## src/hw/rtl/tiexu_pkg.sv

```systemverilog
// Types and constants shared by the toy ISA execute unit.
// No dependencies; imported by every module of the unit.
`timescale 1ns / 1ps

package tiexu_pkg;

  localparam int XLEN       = 64;
  localparam int REG_IDX_W  = 6;
  localparam int DBU_W      = 13;
  localparam int STEP_W     = 32;
  localparam int LOAD_BYTES = 8;

  localparam logic [1:0] CFG_ENTRY_PC   = 2'd0;
  localparam logic [1:0] CFG_STEP_LIMIT = 2'd1;
  localparam logic [1:0] CFG_DATA_BYTES = 2'd2;

  typedef enum logic [3:0] {
    OP_NOP     = 4'd0,
    OP_LI      = 4'd1,
    OP_ADD     = 4'd2,
    OP_XOR     = 4'd3,
    OP_LD      = 4'd4,
    OP_ST      = 4'd5,
    OP_J       = 4'd6,
    OP_BEQ     = 4'd7,
    OP_CALL    = 4'd8,
    OP_RET     = 4'd9,
    OP_HALT    = 4'd10,
    OP_SYSCALL = 4'd11
  } op_e;

  typedef enum logic [2:0] {
    ST_OK      = 3'd0,
    ST_HALT    = 3'd1,
    ST_BAD_PC  = 3'd2,
    ST_BAD_MEM = 3'd3,
    ST_BAD_OP  = 3'd4,
    ST_STEPS   = 3'd5
  } status_e;

  typedef enum logic [1:0] {
    BS_CLEAR,
    BS_READ,
    BS_EXEC,
    BS_LOAD
  } bstate_e;

  typedef struct packed {
    op_e                  op;
    logic [REG_IDX_W-1:0] rd;
    logic [REG_IDX_W-1:0] ra;
    logic [REG_IDX_W-1:0] rb;
    logic [XLEN-1:0]      imm;
    logic                 illegal;
  } instr_t;

  typedef struct packed {
    status_e         status;
    logic [XLEN-1:0] pc;
    logic            syscall_seen;
    logic [XLEN-1:0] syscall_number;
  } result_t;

  typedef struct packed {
    logic              entry_we;
    logic [XLEN-1:0]   entry_val;
    logic [STEP_W-1:0] step_max;
    logic [DBU_W-1:0]  data_bytes_used;
  } cfg_t;

endpackage

```

## src/hw/rtl/tiexu_front.sv

```systemverilog
// Front end: accepts requests, classifies them and holds them in a two-entry queue.
// Depends on tiexu_pkg.
`timescale 1ns / 1ps

module tiexu_front #(
  parameter int NUM_REGS = 32
) (
  input  logic                            clk_i,
  input  logic                            rst_ni,
  input  logic                            in_valid_i,
  output logic                            in_ready_o,
  input  logic [3:0]                      op_i,
  input  logic [tiexu_pkg::REG_IDX_W-1:0] dest_reg_i,
  input  logic [tiexu_pkg::REG_IDX_W-1:0] src_reg_a_i,
  input  logic [tiexu_pkg::REG_IDX_W-1:0] src_reg_b_i,
  input  logic [tiexu_pkg::XLEN-1:0]      immediate_i,
  input  logic                            hold_i,
  output logic                            head_valid_o,
  output tiexu_pkg::instr_t               head_o,
  input  logic                            pop_i
);
  import tiexu_pkg::*;

  localparam logic [REG_IDX_W:0] NREG = (REG_IDX_W+1)'(NUM_REGS);

  instr_t     dec;
  logic       ok_rd, ok_ra, ok_rb;
  instr_t     slot_q [2];
  logic       wr_ptr_q, rd_ptr_q;
  logic [1:0] cnt_q;
  logic       push;

  assign ok_rd = {1'b0, dest_reg_i}  < NREG;
  assign ok_ra = {1'b0, src_reg_a_i} < NREG;
  assign ok_rb = {1'b0, src_reg_b_i} < NREG;

  always_comb begin
    dec.op  = op_e'(op_i);
    dec.rd  = dest_reg_i;
    dec.ra  = src_reg_a_i;
    dec.rb  = src_reg_b_i;
    dec.imm = immediate_i;
    case (op_e'(op_i))
      OP_NOP, OP_J, OP_CALL, OP_RET, OP_HALT, OP_SYSCALL: dec.illegal = 1'b0;
      OP_LI:          dec.illegal = !ok_rd;
      OP_ADD, OP_XOR: dec.illegal = !(ok_rd && ok_ra && ok_rb);
      OP_LD:          dec.illegal = !(ok_rd && ok_ra);
      OP_ST, OP_BEQ:  dec.illegal = !(ok_ra && ok_rb);
      default:        dec.illegal = 1'b1;
    endcase
  end

  assign in_ready_o   = (cnt_q != 2'd2) && !hold_i;
  assign push         = in_valid_i && in_ready_o;
  assign head_valid_o = cnt_q != 2'd0;
  assign head_o       = slot_q[rd_ptr_q];

  always_ff @(posedge clk_i) begin
    if (push) begin
      slot_q[wr_ptr_q] <= dec;
    end
  end

  always_ff @(posedge clk_i or negedge rst_ni) begin
    if (!rst_ni) begin
      wr_ptr_q <= 1'b0;
      rd_ptr_q <= 1'b0;
      cnt_q    <= 2'd0;
    end else begin
      if (push) wr_ptr_q <= !wr_ptr_q;
      if (pop_i) rd_ptr_q <= !rd_ptr_q;
      cnt_q <= cnt_q + 2'(push) - 2'(pop_i);
    end
  end

endmodule

```

## config.mk

```make
export PLATFORM = sky130hd
export DESIGN_NAME = tiexu_front
export DESIGN_NICKNAME = d
export VERILOG_FILES = /design/src/hw/rtl/tiexu_pkg.sv /design/src/hw/rtl/tiexu_front.sv
export SDC_FILE = /design/constraint.sdc
export NUM_CORES = 1
export LEC_CHECK = 0
export CORE_MARGIN = 2
export CORE_UTILIZATION = 56
export CTS_CLUSTER_DIAMETER = 60
export DETAILED_ROUTE_END_ITERATION = 7
export DONT_BUFFER_PORTS = 1
export PLACE_DENSITY = 0.81
export SLEW_MARGIN = 10
export SYNTH_ARGS = -nofsm -noshare
export SYNTH_HDL_FRONTEND = slang
export SYNTH_SLANG_ARGS = --single-unit
```

## constraint.sdc

```tcl
create_clock -name clk_i -period 4.62 [get_ports clk_i]
set_clock_uncertainty 0.2 [all_clocks]
set_input_delay 0.924 -clock clk_i [delete_from_list [all_inputs] [get_ports clk_i]]
set_output_delay 0.924 -clock clk_i [all_outputs]
set_load 0.02 [all_outputs]
```

==> reports/results.ini <==
[global_route]
gr-total-overflow = 0
antenna_found_initial = 0
grt_max_degree = 53
grt_pass1_vias = 2930
grt_usage = 0.171
grt_pass1_wl_um = 15900

[pwr]
total_power_mw = 4.74
p_leak_nw = 2.47
p_per_area_mw_per_mm2 = 637
ir_worst_vdd_v = 0.000475

[logic_synthesis]
synth_compound_area_frac = 0.00510
yosysSeqAreaShare = 0.805
synthAdderAreaFrac = 0.00378
synthMuxAreaShare = 0.161
netlist_instances = 301
yosys.area.top_type = edfxtp_1
yosysUniqueCellTypes = 21
yosys-top-cells-area = edfxtp_1 79%, mux2_2 11%, mux2_4 4.5%
synth_xor_area_frac = 0.00529
yosys_warnings = 0
synth_nets = 394
post_synth.cell_area_avg_um2 = 22.0
synth-simple-area-share = 0.00775
syn_area_mm2 = 0.00662
synth_top_family_by_area = multiplexers
ys_ff_latch = 178
yosysTopAreaCellShare = 0.790

[final_layout]
diodes = 0
layout_commonest_cell = edfxtp_1
fillCellCount = 738
fin_cells = 472
postLayoutCellArea_mm2 = 0.00744
layout.nets = 409
syn2layout_area_growth_pct = 12.4
mostFrequentLayoutCells = 174 x edfxtp_1, 67 x mux2_2, 20 x mux2_4
drive_gt1_frac = 0.380
fin_util = 0.649

[sta]
finalSetupViolCount = 0
min_period_ns = 3.32
fin_crit_sh = 0.718
setup_tns_ns = 0
worst_pin_slew_ns = 0.845
slew_violations = 0
relSlewSlack = 0.435
fmax_mhz = 302
rsz0062_at_grt = false
hold_viol = 0

[setup_path]
startpoint_type = flop
critPathRequiredTime_ns = 3.50
cp_max_fo = 52
worstPathArrival_ns = 2.19
r2r_cells = 5
rr_startpoint = cnt_q[0]
worstSetupPathType = reg2out
endpoint_kind = output port
r2r_end = slot_q[0][53]
r2r_setup_slack_ns = 1.82

[clocking]
post_cts_buffers = 0
tritoncts = built
cts_max_level = 4
clk_pin_slew_ns = 0.06
cts_root_buf = clkbuf_16
numClockSinks = 178
clock_path_buffers = 2
cts_buffers = 17
clock_latency_ns = 0.42

[min_path]
hold_path.startpoint = cnt_q[1]
holdPathStages = 1
worstHoldEndpoint = cnt_q[1]
min_path_type = reg2reg

[placement]
placed_cell_area_mm2 = 0.00681
placedCellCount = 439
place_congestion = 0.742
hpwl_um = 7100
io_buffer_count = 0

[floorplan]
ioPinCount = 180
die-area_mm2 = 0.0127
num_rows = 39
core_mm2 = 0.0115
fp.dieW_um = 113
initial_core_util = 0.577
die_y_um = 113

[route]
drt_iter0_markers = 179
routed-via-count = 2711
wl_per_cell_um = 23.2
ant_nets = 0
first_pass_iters = 4
vias_per_cell = 5.74
drc = 0
totalWireLength_um = 11000

[flow_run]
drv_cap = 0

[status]
status = completed

## state kept, by name, indices dropped and copies added (netlist names)
register	cells
wr_ptr_q	1
slot_q	174
rd_ptr_q	1
cnt_q	2
## worst max-delay path by stage
stage                     cells after the start  slack [ns]     start       endpoint
after floorplan                               3        0.17    hold_i   slot_q[0][0]
after global placement                        4        1.47    hold_i  slot_q[0][11]
after detailed placement                      4        1.35    hold_i  slot_q[0][68]
after CTS                                     2        1.25  rd_ptr_q      head_o[7]
after global routing                          2        1.18  rd_ptr_q      head_o[7]
final                                         2        1.30  rd_ptr_q     head_o[48]
## layer usage
layer / up-vias / GRT usage / share of wire
met5: - / 0 / 0
met4: 0 / 0.0959 / 0.030
met3: 24 / 0.0718 / 0.080
met2: 112 / 0.289 / 0.53
met1: 1362 / 0.183 / 0.36
li1: 1213 / - / -
## power by group
| group | internal (mW) | total [mW] | switching (mW) |
|---|---|---|---|
| logic | 0.428 | 1.12 | 0.692 |
| registers | 2.01 | 2.16 | 0.145 |
| clock network | 0.900 | 1.47 | 0.566 |
| total | 3.34 | 4.74 | 1.40 |
## worst max-delay path: stages (launching register included)
cell     delay, ns
dfrtp_4       0.89
buf_4         0.41
mux2_2        0.44
## cell type report
type / count / area, um^2 / share of cell area
flip-flops and latches: 178 / 5330 / 0.716
multi-input cells: 111 / 1220 / 0.164
clock buffers: 17 / 425 / 0.0572
clock inverters: 15 / 191 / 0.0257
well taps: 143 / 179 / 0.0240
repair buffers: 6 / 85.1 / 0.0114
inverters: 2 / 7.51 / 0.00101
## metrics by stage
step	hold slack (ns)	setup WS (ns)
2_1_floorplan	0.260	0.165
3_3_place_gp	0.287	1.47
3_5_place_dp	0.289	1.35
4_1_cts	0.303	1.25
5_1_grt	0.322	1.18
6_report	0.318	1.30
## cell usage after synthesis, drive strengths merged
library cell	count
a211oi	1
xnor2	3
edfxtp	174
nand2b	1
nor2	5
buf	10
a21oi	2
o21ai	2
or2	1
nand2	1
mux2i	1
mux2	87
dfrtp	4
inv	2
ha	2
o22ai	1
nor3	2
xor2	1
and3	1
## kinds of logic (layout without fill, tap and decap cells)
logic type	count (synthesis)	in the layout
compound gates	6	6
xor+xnor	4	4
fa+ha+maj	2	2
buf+inv	12	40
flops	178	178
mux	88	88
simple gates	11	11
## repair_timing
item	CTS	global route
hold endpoints to repair	4	0
resized for setup	0	0
hold buffers	1	0
Power figures use the tool's default switching activity.
